### src/rtl/utf8_dec_pkg.sv
// ----------------------------------------------------------------------------
// utf8_dec_pkg
// shared types, constants and lead byte helpers for the utf8 stream decoder
// ----------------------------------------------------------------------------
package utf8_dec_pkg;

	localparam int unsigned ByteW   = 8;
	localparam int unsigned CpW     = 36;
	localparam int unsigned LenW    = 3;
	localparam int unsigned PayW    = 6;
	localparam int unsigned OutPadW = ((CpW + LenW + 7) / 8) * 8;

	localparam logic [1:0]      LeadTag   = 2'b11;
	localparam logic [LenW-1:0] LenSingle = 3'd1;
	localparam logic [LenW-1:0] FollowMax = 3'd6;

	typedef struct packed {
		logic            valid;
		logic [CpW-1:0]  code_point;
		logic [LenW-1:0] seq_length;
	} result_t;

	// number of following bytes set by a lead byte, capped at six
	function automatic logic [LenW-1:0] follow_count(input logic [ByteW-1:0] b);
		logic [LenW-1:0] n;
		if (!b[5]) begin
			n = 3'd1;
		end else if (!b[4]) begin
			n = 3'd2;
		end else if (!b[3]) begin
			n = 3'd3;
		end else if (!b[2]) begin
			n = 3'd4;
		end else if (!b[1]) begin
			n = 3'd5;
		end else begin
			n = FollowMax;
		end
		return n;
	endfunction

	// payload bits that the lead byte keeps
	function automatic logic [PayW-1:0] lead_bits(input logic [ByteW-1:0] b,
		input logic [LenW-1:0] n);
		logic [PayW-1:0] mask;
		mask = 6'h3f >> n;
		return b[PayW-1:0] & mask;
	endfunction

endpackage

### src/rtl/utf8_stream_decoder.sv
// ----------------------------------------------------------------------------
// utf8_stream_decoder
// rebuilds code points of up to 36 bits from a utf-8 byte stream
// ----------------------------------------------------------------------------
//  channel   dir  tdata bits (low first)
//  s_axis    in   in_byte[7:0]
//  m_axis    out  code_point[35:0], seq_length[38:36], zero pad[39]
//
//  one byte accepted per cycle unless m_axis stalls; the byte that completes a
//  result passes the input register, then the result register
//  lead and middle bytes give no result, only update sequence state
//  a stall on m_axis holds the result register and then the input register
//  reset clears the sequence state and both valid flags
// ----------------------------------------------------------------------------
module utf8_stream_decoder
	import utf8_dec_pkg::*;
(
	input  logic               clk,
	input  logic               arst_n,
	input  logic               s_axis_tvalid,
	output logic               s_axis_tready,
	input  logic [ByteW-1:0]   s_axis_tdata,   // in_byte
	output logic               m_axis_tvalid,
	input  logic               m_axis_tready,
	output logic [OutPadW-1:0] m_axis_tdata    // code_point, seq_length, pad
);

	logic             valid_s1;
	logic [ByteW-1:0] byte_s1;
	logic             out_valid_q;
	logic [CpW-1:0]   cp_q;
	logic [LenW-1:0]  len_q;
	logic             adv;
	logic             step_en;
	result_t          res;

	assign adv           = !out_valid_q || m_axis_tready;
	assign step_en       = valid_s1 && adv;
	assign s_axis_tready = !valid_s1 || adv;

	always_ff @(posedge clk or negedge arst_n) begin
		if (!arst_n) begin
			valid_s1 <= 1'b0;
		end else if (s_axis_tready) begin
			valid_s1 <= s_axis_tvalid;
		end
	end

	always_ff @(posedge clk) begin
		if (s_axis_tvalid && s_axis_tready) begin
			byte_s1 <= s_axis_tdata;
		end
	end

	utf8_dec_core u_core (
		.clk     (clk),
		.arst_n  (arst_n),
		.step_en (step_en),
		.in_byte (byte_s1),
		.res     (res)
	);

	always_ff @(posedge clk or negedge arst_n) begin
		if (!arst_n) begin
			out_valid_q <= 1'b0;
		end else if (adv) begin
			out_valid_q <= step_en && res.valid;
		end
	end

	always_ff @(posedge clk) begin
		if (step_en && res.valid) begin
			cp_q  <= res.code_point;
			len_q <= res.seq_length;
		end
	end

	assign m_axis_tvalid = out_valid_q;
	assign m_axis_tdata  = {{(OutPadW-CpW-LenW){1'b0}}, len_q, cp_q};

	a_s1_holds: assert property (@(posedge clk) disable iff (!arst_n)
		valid_s1 && !adv |=> valid_s1 && $stable(byte_s1))
		else $error("input register lost a byte during stall");

	a_len_nonzero: assert property (@(posedge clk) disable iff (!arst_n)
		out_valid_q |-> len_q != '0)
		else $error("result with zero sequence length");

endmodule

### src/rtl/utf8_dec_core.sv
// ----------------------------------------------------------------------------
// utf8_dec_core
// sequence state and per-byte decode step
// ----------------------------------------------------------------------------
module utf8_dec_core
	import utf8_dec_pkg::*;
(
	input  logic             clk,
	input  logic             arst_n,
	input  logic             step_en,
	input  logic [ByteW-1:0] in_byte,
	output result_t          res
);

	logic [LenW-1:0] remaining_q;
	logic [LenW-1:0] taken_q;
	logic [CpW-1:0]  acc_q;

	logic [LenW-1:0] follow;
	logic [CpW-1:0]  acc_shift;
	logic [LenW-1:0] taken_inc;
	logic            idle;
	logic            is_lead;

	assign idle      = (remaining_q == '0);
	assign is_lead   = (in_byte[7:6] == LeadTag);
	assign follow    = follow_count(in_byte);
	assign acc_shift = {acc_q[CpW-PayW-1:0], in_byte[PayW-1:0]};
	assign taken_inc = taken_q + 3'd1;

	always_comb begin
		res.valid      = 1'b0;
		res.code_point = acc_shift;
		res.seq_length = taken_inc;
		if (idle) begin
			res.valid      = !is_lead;
			res.code_point = {{(CpW-ByteW){1'b0}}, in_byte};
			res.seq_length = LenSingle;
		end else begin
			res.valid = (remaining_q == 3'd1);
		end
	end

	always_ff @(posedge clk or negedge arst_n) begin
		if (!arst_n) begin
			remaining_q <= '0;
			taken_q     <= '0;
			acc_q       <= '0;
		end else if (step_en) begin
			if (idle) begin
				if (is_lead) begin
					remaining_q <= follow;
					taken_q     <= 3'd1;
					acc_q       <= {{(CpW-PayW){1'b0}}, lead_bits(in_byte, follow)};
				end
			end else if (remaining_q == 3'd1) begin
				remaining_q <= '0;
				taken_q     <= '0;
				acc_q       <= '0;
			end else begin
				remaining_q <= remaining_q - 3'd1;
				taken_q     <= taken_inc;
				acc_q       <= acc_shift;
			end
		end
	end

	a_lead_opens: assert property (@(posedge clk) disable iff (!arst_n)
		step_en && idle && is_lead |=> remaining_q != '0)
		else $error("lead byte did not open a sequence");

	a_emit_closes: assert property (@(posedge clk) disable iff (!arst_n)
		step_en && res.valid |=> remaining_q == '0 && taken_q == '0)
		else $error("sequence state not cleared after emit");

	a_total_kept: assert property (@(posedge clk) disable iff (!arst_n)
		step_en && remaining_q > 3'd1 |=>
		({1'b0, taken_q} + {1'b0, remaining_q}) ==
		$past({1'b0, taken_q} + {1'b0, remaining_q}))
		else $error("sequence length drifted mid-sequence");

endmodule
### config.mk
export PLATFORM = sky130hd
export DESIGN_NAME = utf8_stream_decoder
export DESIGN_NICKNAME = d
export VERILOG_FILES = /design/src/rtl/utf8_dec_pkg.sv /design/src/rtl/utf8_stream_decoder.sv /design/src/rtl/utf8_dec_core.sv
export SDC_FILE = /design/constraint.sdc
export NUM_CORES = 1
export LEC_CHECK = 0
export ABC_AREA = 1
export CAP_MARGIN = 5
export CORE_MARGIN = 2
export CORE_UTILIZATION = 55
export CTS_CLUSTER_DIAMETER = 120
export DETAILED_ROUTE_END_ITERATION = 16
export DONT_BUFFER_PORTS = 1
export PLACE_DENSITY_LB_ADDON = 0.2
export SYNTH_ARGS = -nofsm -noshare
export SYNTH_HDL_FRONTEND = slang
export SYNTH_SLANG_ARGS = --single-unit
### constraint.sdc
create_clock -name clk -period 4.2 [get_ports clk]
set_input_delay 0.21 -clock clk [delete_from_list [all_inputs] [get_ports clk]]
set_output_delay 0.21 -clock clk [all_outputs]
set_load 0.01 [all_outputs]
---- After elaboration in Yosys (flattened, before gate mapping) ----
Cells that the tools add are included.
cells by class
  $add $sub $neg .......................... 2
  multiply operators ...................... 0
  div/mod/pow operators ................... 0
  order comparisons ....................... 0
  equal/unequal tests ..................... 3
  shift-type cells ........................ 1
  mux-type cells .......................... 16
  bitwise operators ....................... 1
  reduce and logical (&&, ||, !) cells .... 10
operators by type and width
  operator             number
  $mux 30              3
  $mux 3               10
  $mux 11              1
  $and 6x6->6          1
  $shr 6x3->6 const A  1
  $add 3x1->3 const B  1
  $eq 3x1->1 const B   1
  $logic_and 1x1->1    3
  $logic_not 1->1      3
  $logic_not 3->1      1
  $sub 3x1->3 const B  1
  $eq 2x2->1 const B   1
  $logic_or 1x1->1     2
  $mux 2               1
  $ne 2x2->1 const B   1
  $reduce_and 2->1     1
  $mux 1               1
word-level totals
  register bits after elaboration ......... 85
  bits in latches ......................... 0
  memory bits (writable) .................. 0
  memory bits (read-only) ................. 0
  input bits .............................. 12
  output and inout port bits .............. 42
  logic and storage cells ................. 42
  memories ................................ 0

---- Longest topological paths before layout ----
Gate-level depths: netlist (run 1).
  depth after elaboration ................. 9
  depth in mapped cells ................... 10
  depth with buffers taken out ............ 9

---- Modules after synthesis ----
From an unflattened synthesis (run 1), not the netlist that was laid out.
unflattened totals
  cell total of the unflattened synthesis .. 310
  area total of the unflattened synthesis .. 3,510.9 um2
by module, submodules not included
  module               times used  cells each  area each (um2)  sequential area each (um2)
  utf8_dec_core        1           246         1,981.9          900.9
  utf8_stream_decoder  1           64          1,529.0          1,461.4

---- Worst setup path before layout (run 1) ----
OpenSTA, ideal clock, no wires.
  kind .................................... reg2reg
  start point ............................. register u_core.remaining_q[1]
  end point ............................... register cp_q[0] (enable)
  library setup time ...................... 436 ps
  data arrival time ....................... 2,840 ps
  required time ........................... 3,764 ps
  setup slack ............................. 924 ps
  cell stages (with the launch flop) ...... 9
  path buffers ............................ 0
  period minus slack after synthesis ...... 3,276 ps
  cells stage by stage .................... dfrtp_1 -> inv_1 -> ha_1 -> inv_1 -> nor2_1 -> nand2_1 -> nand2_1 -> inv_1 -> nor2_1
between the ends
  word-level cells in the longest chain between the ends .. 3
  elaborated cells on any way between the ends .. 4
  those cells by class .................... eq/ne (1); mux (1); reduce/logical (2)
RTL lines
  what                                           line                                      source
  start, declared                                utf8_dec_core.sv:15                       logic [LenW-1:0] remaining_q;
  start signal, assigned                         utf8_dec_core.sv:52                       remaining_q <= follow;
  start signal, assigned                         utf8_dec_core.sv:61                       remaining_q <= remaining_q - 3'd1;
  $eq 3x1->1 or $logic_not 3->1 (tied branches)  utf8_dec_core.sv:40, utf8_dec_core.sv:25
  $mux 1 (*)                                     utf8_dec_core.sv:35                       if (idle) begin
  $logic_and 1x1->1 (*)                          utf8_stream_decoder.sv:72                 if (step_en && res.valid) begin
  end signal, assigned                           utf8_stream_decoder.sv:73                 cp_q <= res.code_point;
  end, declared                                  utf8_stream_decoder.sv:31                 logic [CpW-1:0] cp_q;
Every way passes the cells marked *; elsewhere a longest branch is shown, timed or not.
A chain may end at the register's enable or synchronous reset.

---- Final worst setup path (run 1) ----
  start point ............................. register u_core.remaining_q[0]
  end point ............................... register cp_q[10] (enable)
The elaborated chain is that of the path after synthesis.

==> out/qor.yml, run 1 <==
sta:
  post-route-period-util: 0.6478
  fin_tns_setup_ns: 0
  fin_crit_ns: 2.721
  worst_slew_pin_slew_ns: 1.084
  slew_violations: 0
  max_slew_margin: 0.2758
  rsz0062_at_grt: "false"
  max_freq_mhz: 367.5
  final.setup_skew_ns: 0.009193
  setup-violations-final: 0
  setup_ws_ns: 1.479
  hold_violations: 0
critical_path:
  rr_worst_depth: 9
  worstPathArrival_ns: 2.69
  slowest_delay_ns: 0.81
  crit_path_end: "cp_q[10]"
  cp_max_fo: 39
  crit_path_start: "u_core.remaining_q[0]"
  r2r_start: "u_core.remaining_q[0]"
  path_class: "reg -> reg"
  crit_path_frequent_cell: "inv_1"
  cp.required_ns: 4.17
  end_kind: "register"
  reg2reg_to: "cp_q[10]"
  ff2ff_setup_slack_ns: 1.48
  worstPathCellList: "inv_1 -> ha_1 -> inv_1 -> nor2_4 -> buf_4 -> nand2_2 -> nand2_1 -> inv_1 -> nor2_4"
  cp_slowest_cell: "nor2_4"
  cp-start-kind: "register"
detailed_routing:
  routed_wl_um: 6004
  ant_nets: 0
  drt-initial-drc-count: 144
  viasPerCell: 5.153
  post_drt_wl_per_cell_um: 14.82
  firstDrtPassIters: 4
  drcViolationCount: 0
  vias: 2087
logic_synthesis:
  syn_nets: 327
  ys_seq_elements: 85
  netlist.area_leader.share: 0.4124
  synth_area_leaders: "edfxtp_1 (41%), dfrtp_1 (28%), nand2_1 (8.7%)"
  ys_seq_area_frac: 0.6903
  synth_edf_count: 47
  async_flop_share: 0.4471
  synth_cell_types: 22
  ys_warn_count: 0
  synth_area_per_cell_um2: 11.00
  syn_inst: 311
  syn_area_um2: 3422
  yosysMostFrequentCell: "nand2_1"
  synth_common_cells: "nand2_1 (79), edfxtp_1 (47), inv_1 (45), nor2_1 (39), dfrtp_1 (38)"
  synth_ff_type: "edfxtp_1"
  yosysTopAreaCell: "edfxtp_1"
grt:
  antenna_found_initial: 0
  grt_use_total: 0.1840
  grt_pass1_vias: 2006
  grt_max_degree: 40
  gr-total-overflow: 0
  grt_pass1_wl_um: 9887
floorplan:
  die_y_um: 82.88
  core_area_um2: 5956
  pin_count: 54
  die_area_um2: 6869
  rows: 28
  initial_utilization: 0.5746
  die_w_um: 82.88
place:
  port_buffers: 0
  hpwl_um: 3595
  dpl_cell_area_um2: 3456
  routabilityCongestion: 0.7593
  place_ws_ns: 1.486
clocking:
  cts_made_buffers: 9
  clk_pin_slew_ns: 0.08
  insertion_delay_ns: 0.35
  cts_resized: 0
  cts_buffer_depth: 2
  cts_hold_buf: 11
  cts_tree: "built"
  clockRootBuffer: "clkbuf_8"
  cts_setup_buffers: 0
  htreeDepth: 3
  clkSinkCount: 85
run_status:
  status: "completed"
cells_and_area:
  final_layout_size_suffix_gt1_frac: 0.1061
  final_cell_area_um2: 3790
  areaGrowthSynthToFinish_pct: 10.75
  num_antenna_cells: 0
  nets: 341
power_and_ir_drop:
  p_leak_uw: 0.001639
  peakVddDrop_v: 0.0004223
  power_density_nw_per_um2: 721.8
  power_uw: 2736
min_path:
  hp-class: "in -> reg"
job:
  maxCapViolCount: 0
==> power by group <==
group | switching [uW] | internal, uW
logic | 528 | 196
clock network | 285 | 332
registers | 178 | 1220
total | 991 | 1750
==> stage by stage <==
| step | instances | utilization | hold WS [ns] |
|---|---|---|---|
| finish | 405 | 0.6363 | 0.07074 |
| global placement | 378 | 0.5803 | -0.08322 |
| global route | 405 | 0.6363 | 0.1213 |
| detailed placement | 378 | 0.5803 | -0.08345 |
| floorplan | 311 | - | -0.08559 |
| CTS | 405 | 0.6363 | 0.07234 |
==> sequential cells by signal, summed over array words and instances (netlist names) <==
signal	flops
u_core.acc_q	30
cp_q	36
valid_s1	1
u_core.taken_q	3
byte_s1	8
m_axis_tvalid	1
u_core.remaining_q	3
len_q	3
==> logic make-up after synthesis <==
logic type,synth area share
DFF,0.6903
xor gates and xnor gates,0.002560
buffers and inverters,0.07239
adders and majority gates,0.01463
AOI/OAI and AO/OA,0.05886
other,0.001096
and+or+nand+nor,0.1601
==> layout by cell type (no fill, tap or decap), drive strengths merged <==
cell	instances
nand2	82
clkbuf	9
nand3	10
inv	46
bufinv	2
clkinvlp	1
clkinv	4
dlygate4sd3	10
ha	4
edfxtp	47
buf	2
conb	1
a21oi	2
xnor2	1
o21ai	30
dfrtp	38
nor2	41
==> per-layer routing <==
layer / share of wire / up-vias / wire (um) / GRT usage
li1: - / 1005 / - / -
met1: 0.45 / 1000 / 2672 / 0.2454
met2: 0.48 / 69 / 2880 / 0.2808
met3: 0.050 / 13 / 300 / 0.04771
met4: 0.025 / 0 / 150 / 0.09389
met5: 0 / - / 0 / 0
==> worst max-delay path, delay by kind of cell, from the launching register on <==
family                   cells  cell delay, ns
AND/OR/NAND/NOR              4            1.11
buffers and inverters        4            0.61
adder cells (fa/ha/maj)      1            0.18
flip-flops                   1            0.43
==> layout make-up <==
class,count,area [um^2]
clock inverters,7,90.09
well taps,75,93.84
repair buffers,12,127.6
inverters,46,172.7
multi-input cells,171,819.5
clock buffers,9,123.9
fillers,491,2166
flip-flops and latches,85,2362
==> how the worst min path moves through the flow <==
| stage | from | endpoint | cells after the start |
|---|---|---|---|
| 2_1_floorplan | arst_n | m_axis_tvalid | 0 |
| 3_3_place_gp | arst_n | u_core.remaining_q[1] | 0 |
| 3_5_place_dp | arst_n | u_core.remaining_q[0] | 0 |
| 4_1_cts | m_axis_tready | m_axis_tvalid | 3 |
| 5_1_grt | m_axis_tready | m_axis_tvalid | 3 |
| 6_report | m_axis_tready | m_axis_tvalid | 3 |
Power figures use the tool's default switching activity.
==> run 2: changes to the inputs <==
==> constraint.sdc (replaced) <==
create_clock -name clk -period 2.7 [get_ports clk]
set_input_delay 0.135 -clock clk [delete_from_list [all_inputs] [get_ports clk]]
set_output_delay 0.135 -clock clk [all_outputs]
set_load 0.01 [all_outputs]
==> out/qor.yml, run 2 (same netlist as run 1, synthesis figures left out) <==
clocking:
  cts_tree: "built"
  clkSinkCount: 85  # unchanged
  insertion_delay_ns: 0.35  # about the same
  clk_pin_slew_ns: 0.09  # about the same
  htreeDepth: 3  # unchanged
  clockRootBuffer: "clkbuf_8"
  cts_resized: 0  # unchanged
  cts_setup_buffers: 0  # unchanged
  cts_buffer_depth: 2  # unchanged
  cts_made_buffers: 9  # unchanged
sta:
  worst_slew_pin_slew_ns: 0.5713  # -0.5125 ns
  post-route-period-util: 0.7815  # +0.1337
  max_slew_margin: 0.6186  # +0.3428
  fin_tns_setup_ns: 0  # unchanged
  hold_violations: 0  # unchanged
  fin_crit_ns: 2.110  # -0.6107 ns
  setup_ws_ns: 0.5899  # -0.8893 ns
  setup-violations-final: 0  # unchanged
  max_freq_mhz: 473.9  # +29%
  final.setup_skew_ns: 0.01076  # +0.001565 ns
  slew_violations: 0  # unchanged
  rsz0062_at_grt: "false"
floorplan:
  initial_utilization: 0.5746  # unchanged
  die_y_um: 82.88  # unchanged
  die_area_um2: 6869  # unchanged
  rows: 28  # unchanged
  die_w_um: 82.88  # unchanged
  pin_count: 54  # unchanged
  core_area_um2: 5956  # unchanged
critical_path:
  cp_max_fo: 25  # -36%
  cp.required_ns: 2.72  # -1.45 ns
  reg2reg_to: "cp_q[8]"
  slowest_delay_ns: 0.38  # -0.43 ns
  end_kind: "register"
  ff2ff_setup_slack_ns: 0.59  # -0.89 ns
  cp_slowest_cell: "dfrtp_1"
  crit_family: "simple AND/OR/NAND/NOR gates"
  worstPathArrival_ns: 2.13  # -0.56 ns
  crit_path_start: "u_core.remaining_q[1]"
  rr_worst_depth: 9  # unchanged
  cp-start-kind: "register"
  worstPathCellList: "inv_1 -> ha_1 -> inv_1 -> nor2_1 -> nand2_1 -> nand2_1 -> inv_1 -> nor2_4 -> buf_4"
  r2r_start: "u_core.remaining_q[1]"
  path_class: "reg -> reg"
  crit_path_frequent_cell: "inv_1"
  path_buf_inv: 4  # unchanged
detailed_routing:
  routed_wl_um: 5962  # -0.70%
  firstDrtPassIters: 4  # unchanged
  drcViolationCount: 0  # unchanged
  post_drt_wl_per_cell_um: 14.61  # -1.4%
  ant_nets: 0  # unchanged
  vias: 2101  # +0.67%
  viasPerCell: 5.150  # about the same
  drt-initial-drc-count: 154  # +6.9%
power_and_ir_drop:
  power_frac_comb: 0.267  # +0.003
  power_uw: 4291  # +57%
  power_density_nw_per_um2: 1122  # +55%
  p_sw_uw: 1554  # +57%
  peakVddDrop_v: 0.0007331  # +74%
  pwr-share-clk: 0.227  # +0.002
  sw_frac_of_total: 0.3621  # about the same
  p_leak_uw: 0.001656  # +1.1%
  internal-power_uw: 2737  # +57%
  seqPwrFrac: 0.506  # -0.004
cells_and_area:
  layout_commonest_cell: "nand2_1"
  final_cell_mix: "nand2_1 (79), edfxtp_1 (47), inv_1 (45)"
  nets: 344  # +0.88%
  regMostFlops: "cp_q"
  fillers: 472  # -3.9%
  final_layout_size_suffix_gt1_frac: 0.1141  # +0.008054
  top_regs: "cp_q (36), u_core.acc_q (30), byte_s1 (8)"
  areaGrowthSynthToFinish_pct: 11.74
  num_antenna_cells: 0  # unchanged
  largest_reg_flops: 36  # unchanged
  final_cell_area_um2: 3824  # +0.89%
min_path:
  hp-class: "in -> async"
grt:
  grt_pass1_vias: 2143  # +6.8%
  gr-total-overflow: 0  # unchanged
  grt_pass1_wl_um: 10160  # +2.8%
  grt_max_degree: 39  # -2.5%
  grt_use_total: 0.1874  # +0.003411
  antenna_found_initial: 0  # unchanged
job:
  maxCapViolCount: 0  # unchanged
run_status:
  status: "completed"
place:
  routabilityCongestion: 0.7713  # +1.6%
  port_buffers: 0  # unchanged
  place_ws_ns: 0.5940  # -0.8924 ns
  hpwl_um: 3674  # +2.2%
  dpl_cell_area_um2: 3471  # +0.43%
-- run 2: cell count changes in the layout (fill, tap and decap cells not counted), sizes merged --
cell and delta:
buf +2, clkinv -1, dlygate4sd3 +1, inv +1
-- run 2: final cells by class --
cell class / instances / area, um^2 / area share
Sequential cell: 85 / 2362 / 0.6178
Multi-Input combinational cell: 171 / 819.5 / 0.2143
Inverter: 46 / 172.7 / 0.04516
Timing Repair Buffer: 15 / 152.6 / 0.03992
Clock buffer: 9 / 123.9 / 0.03240
Clock inverter: 7 / 98.84 / 0.02585
Tap cell: 75 / 93.84 / 0.02454
-- run 2: how the worst max path moves through the flow --
stage          endpoint  slack [ns]  cells past startpoint
2_1_floorplan   cp_q[0]        0.09                      8
3_3_place_gp    cp_q[8]        0.73                      9
3_5_place_dp   cp_q[19]        0.59                      9
4_1_cts        len_q[0]        0.59                      9
5_1_grt        len_q[0]        0.38                      9
6_report        cp_q[8]        0.59                      9
-- run 2: stage by stage --
| step | utilization | hold slack (ns) | cells |
|---|---|---|---|
| 2_1_floorplan | - | -0.1606 | 311 |
| 3_3_place_gp | 0.5828 | -0.1580 | 380 |
| 3_5_place_dp | 0.5828 | -0.1581 | 380 |
| 4_1_cts | 0.6420 | 0.2520 | 408 |
| 5_1_grt | 0.6420 | 0.2619 | 408 |
| 6_report | 0.6420 | 0.2518 | 408 |
-- run 2: power by group through the flow --
| stage | clock network (uW) | logic [uW] | registers [uW] |
|---|---|---|---|
| after floorplan | 0 | 918 | 2150 |
| after global placement | 0 | 1080 | 2190 |
| after detailed placement | 0 | 1120 | 2200 |
| after CTS | 1000 | 1160 | 2180 |
| after global routing | 1050 | 1310 | 2210 |
| final | 974 | 1150 | 2170 |
-- run 2: what timing repair did --
item	in CTS	in global routing
hold buffers	12	0
setup endpoints to repair	0	0
hold endpoints to repair	48	0
-- run 2: metal layers --
layer	track usage	wire, um
met1	0.2473	2603
met2	0.2925	2964
met3	0.04175	312
met4	0.09836	82
met5	0	0
-- run 2: worst reg2reg max path: stages (launching register included) --
cell and delay, ns:
dfrtp_1 0.38, inv_1 0.10, ha_1 0.17, inv_1 0.04, nor2_1 0.35, nand2_1 0.14
nand2_1 0.10, inv_1 0.08, nor2_4 0.09, buf_4 0.33
==> run 3: changes to the inputs <==
==> constraint.sdc (replaced) <==
create_clock -name clk -period 1.96 [get_ports clk]
set_input_delay 0.098 -clock clk [delete_from_list [all_inputs] [get_ports clk]]
set_output_delay 0.098 -clock clk [all_outputs]
set_load 0.01 [all_outputs]
==> out/qor.yml, run 3 (same netlist as run 1, synthesis figures left out) <==
critical_path:
  cp_slowest_cell: "dfrtp_1"
  rr_worst_depth: 9  # unchanged
  worstPathCellList: "inv_1 -> ha_1 -> inv_1 -> nor2_4 -> nand2_1 -> nand2_1 -> inv_2 -> nor2_4 -> buf_12"
  r2r_start: "u_core.remaining_q[1]"
  path_class: "reg -> reg"
  worstPathArrival_ns: 1.85  # -0.28 ns
  cp.required_ns: 2.01  # -0.71 ns
  slowest_delay_ns: 0.38  # about the same
  ff2ff_setup_slack_ns: 0.16  # -0.43 ns
  end_kind: "register"
  reg2reg_to: "cp_q[23]"
  cp_max_fo: 39  # +56%
  crit_family: "buffers and inverters"
  path_buf_inv: 4  # unchanged
  cp-start-kind: "register"
power_and_ir_drop:
  power_frac_comb: 0.275  # +0.008
  power_density_nw_per_um2: 1554  # +38%
  power_uw: 5977  # +39%
  seqPwrFrac: 0.499  # -0.007
  p_sw_uw: 2151  # +38%
  sw_frac_of_total: 0.3599  # -0.002233
  pwr-share-clk: 0.226  # about the same
  peakVddDrop_v: 0.0007948  # +8.4%
  p_leak_uw: 0.001652  # -0.27%
  internal-power_uw: 3826  # +40%
grt:
  grt_max_degree: 40  # +2.6%
  grt_pass1_wl_um: 9949  # -2.1%
  grt_pass1_vias: 2062  # -3.8%
  antenna_found_initial: 0  # unchanged
  grt_use_total: 0.1856  # -0.001845
  gr-total-overflow: 0  # unchanged
detailed_routing:
  vias: 2058  # -2.0%
  drt-initial-drc-count: 146  # -5.2%
  ant_nets: 0  # unchanged
  post_drt_wl_per_cell_um: 14.33  # -1.9%
  routed_wl_um: 5862  # -1.7%
  drcViolationCount: 0  # unchanged
  viasPerCell: 5.032  # -2.3%
  firstDrtPassIters: 4  # unchanged
cells_and_area:
  top_regs: "cp_q (36), u_core.acc_q (30), byte_s1 (8)"
  final_cell_mix: "nand2_1 (79), edfxtp_1 (47), inv_1 (43)"
  multiInputGateArea_um2: 829.5  # +1.2%
  layout_commonest_cell: "nand2_1"
  largest_reg_flops: 36  # unchanged
  fillers: 475  # +0.64%
  areaGrowthSynthToFinish_pct: 12.39
  layout.area.seq_um2: 2362  # unchanged
  regMostFlops: "cp_q"
  final_layout_size_suffix_gt1_frac: 0.1228  # +0.008640
  num_antenna_cells: 0  # unchanged
  fin_util: 0.6458  # +0.003781
  final_cell_area_um2: 3846  # +0.59%
  nets: 345  # +0.29%
clocking:
  insertion_delay_ns: 0.36  # about the same
  cts_buffer_depth: 2  # unchanged
  htreeDepth: 3  # unchanged
  cts_resized: 0  # unchanged
  clockRootBuffer: "clkbuf_8"
  cts_hold_buf: 12  # unchanged
  cts_setup_buffers: 0  # unchanged
  cts_made_buffers: 9  # unchanged
  clk_pin_slew_ns: 0.08  # about the same
  cts_tree: "built"
  clkSinkCount: 85  # unchanged
place:
  dpl_cell_area_um2: 3501  # +0.87%
  place_ws_ns: 0.1685  # -0.4254 ns
  hpwl_um: 3662  # -0.32%
  routabilityCongestion: 0.7798  # +1.1%
  port_buffers: 0  # unchanged
sta:
  setup_ws_ns: 0.1561  # -0.4338 ns
  slew_violations: 0  # unchanged
  hold_violations: 0  # unchanged
  setup-violations-final: 0  # unchanged
  fin_crit_ns: 1.804  # -0.3062 ns
  max_freq_mhz: 554.4  # +17%
  max_slew_margin: 0.6123  # -0.006254
  holdWs_ns: 0.2218  # -0.02992 ns
  post-route-period-util: 0.9203  # +0.1388
  final.setup_skew_ns: 0.009191  # -0.001567 ns
  worst_slew_pin_slew_ns: 0.5807  # +0.009367 ns
  rsz0062_at_grt: "false"
floorplan:
  initial_utilization: 0.5746  # unchanged
  pin_count: 54  # unchanged
  rows: 28  # unchanged
  core_area_um2: 5956  # unchanged
  die_area_um2: 6869  # unchanged
  die_w_um: 82.88  # unchanged
  die_y_um: 82.88  # unchanged
job:
  maxCapViolCount: 0  # unchanged
run_status:
  status: "completed"
min_path:
  hp-class: "in -> async"
-- run 3: final cells by class --
type,instances,share of cell area
Inverter,46,0.04489
Tap cell,75,0.02440
Clock buffer,11,0.03416
Clock inverter,5,0.02180
Sequential cell,85,0.6142
Multi-Input combinational cell,171,0.2157
Timing Repair Buffer,16,0.04489
-- run 3: worst max path at each step --
stage,from,to,cells after the start
floorplan,u_core.remaining_q[0],cp_q[0],8
global placement,u_core.remaining_q[1],cp_q[8],9
detailed placement,u_core.remaining_q[0],u_core.acc_q[27],8
CTS,u_core.remaining_q[0],u_core.acc_q[27],8
global route,u_core.remaining_q[1],cp_q[0],9
finish,u_core.remaining_q[1],cp_q[23],9
-- run 3: power by group through the flow --
stage / logic, uW / clock network (uW) / registers (uW)
global placement: 1570 / 0 / 3020
global route: 1860 / 1450 / 3050
detailed placement: 1620 / 0 / 3030
finish: 1640 / 1350 / 2990
floorplan: 1310 / 0 / 2950
CTS: 1660 / 1360 / 3000
-- run 3: metrics by stage --
step | TNS, ns | cells
global route | 0 | 409
floorplan | -4.949 | 311
CTS | 0 | 409
finish | 0 | 409
detailed placement | 0 | 381
global placement | 0 | 381
-- run 3: layer usage --
metal  GRT usage  vias to the layer above  share of wire  wire (um)
met2      0.2962                       70           0.48       2815
met5           0                        -              0          0
met3     0.07256                        8          0.063        372
li1            -                     1015              -          -
met1      0.2331                      965           0.45       2609
met4     0.06259                        0          0.011         64
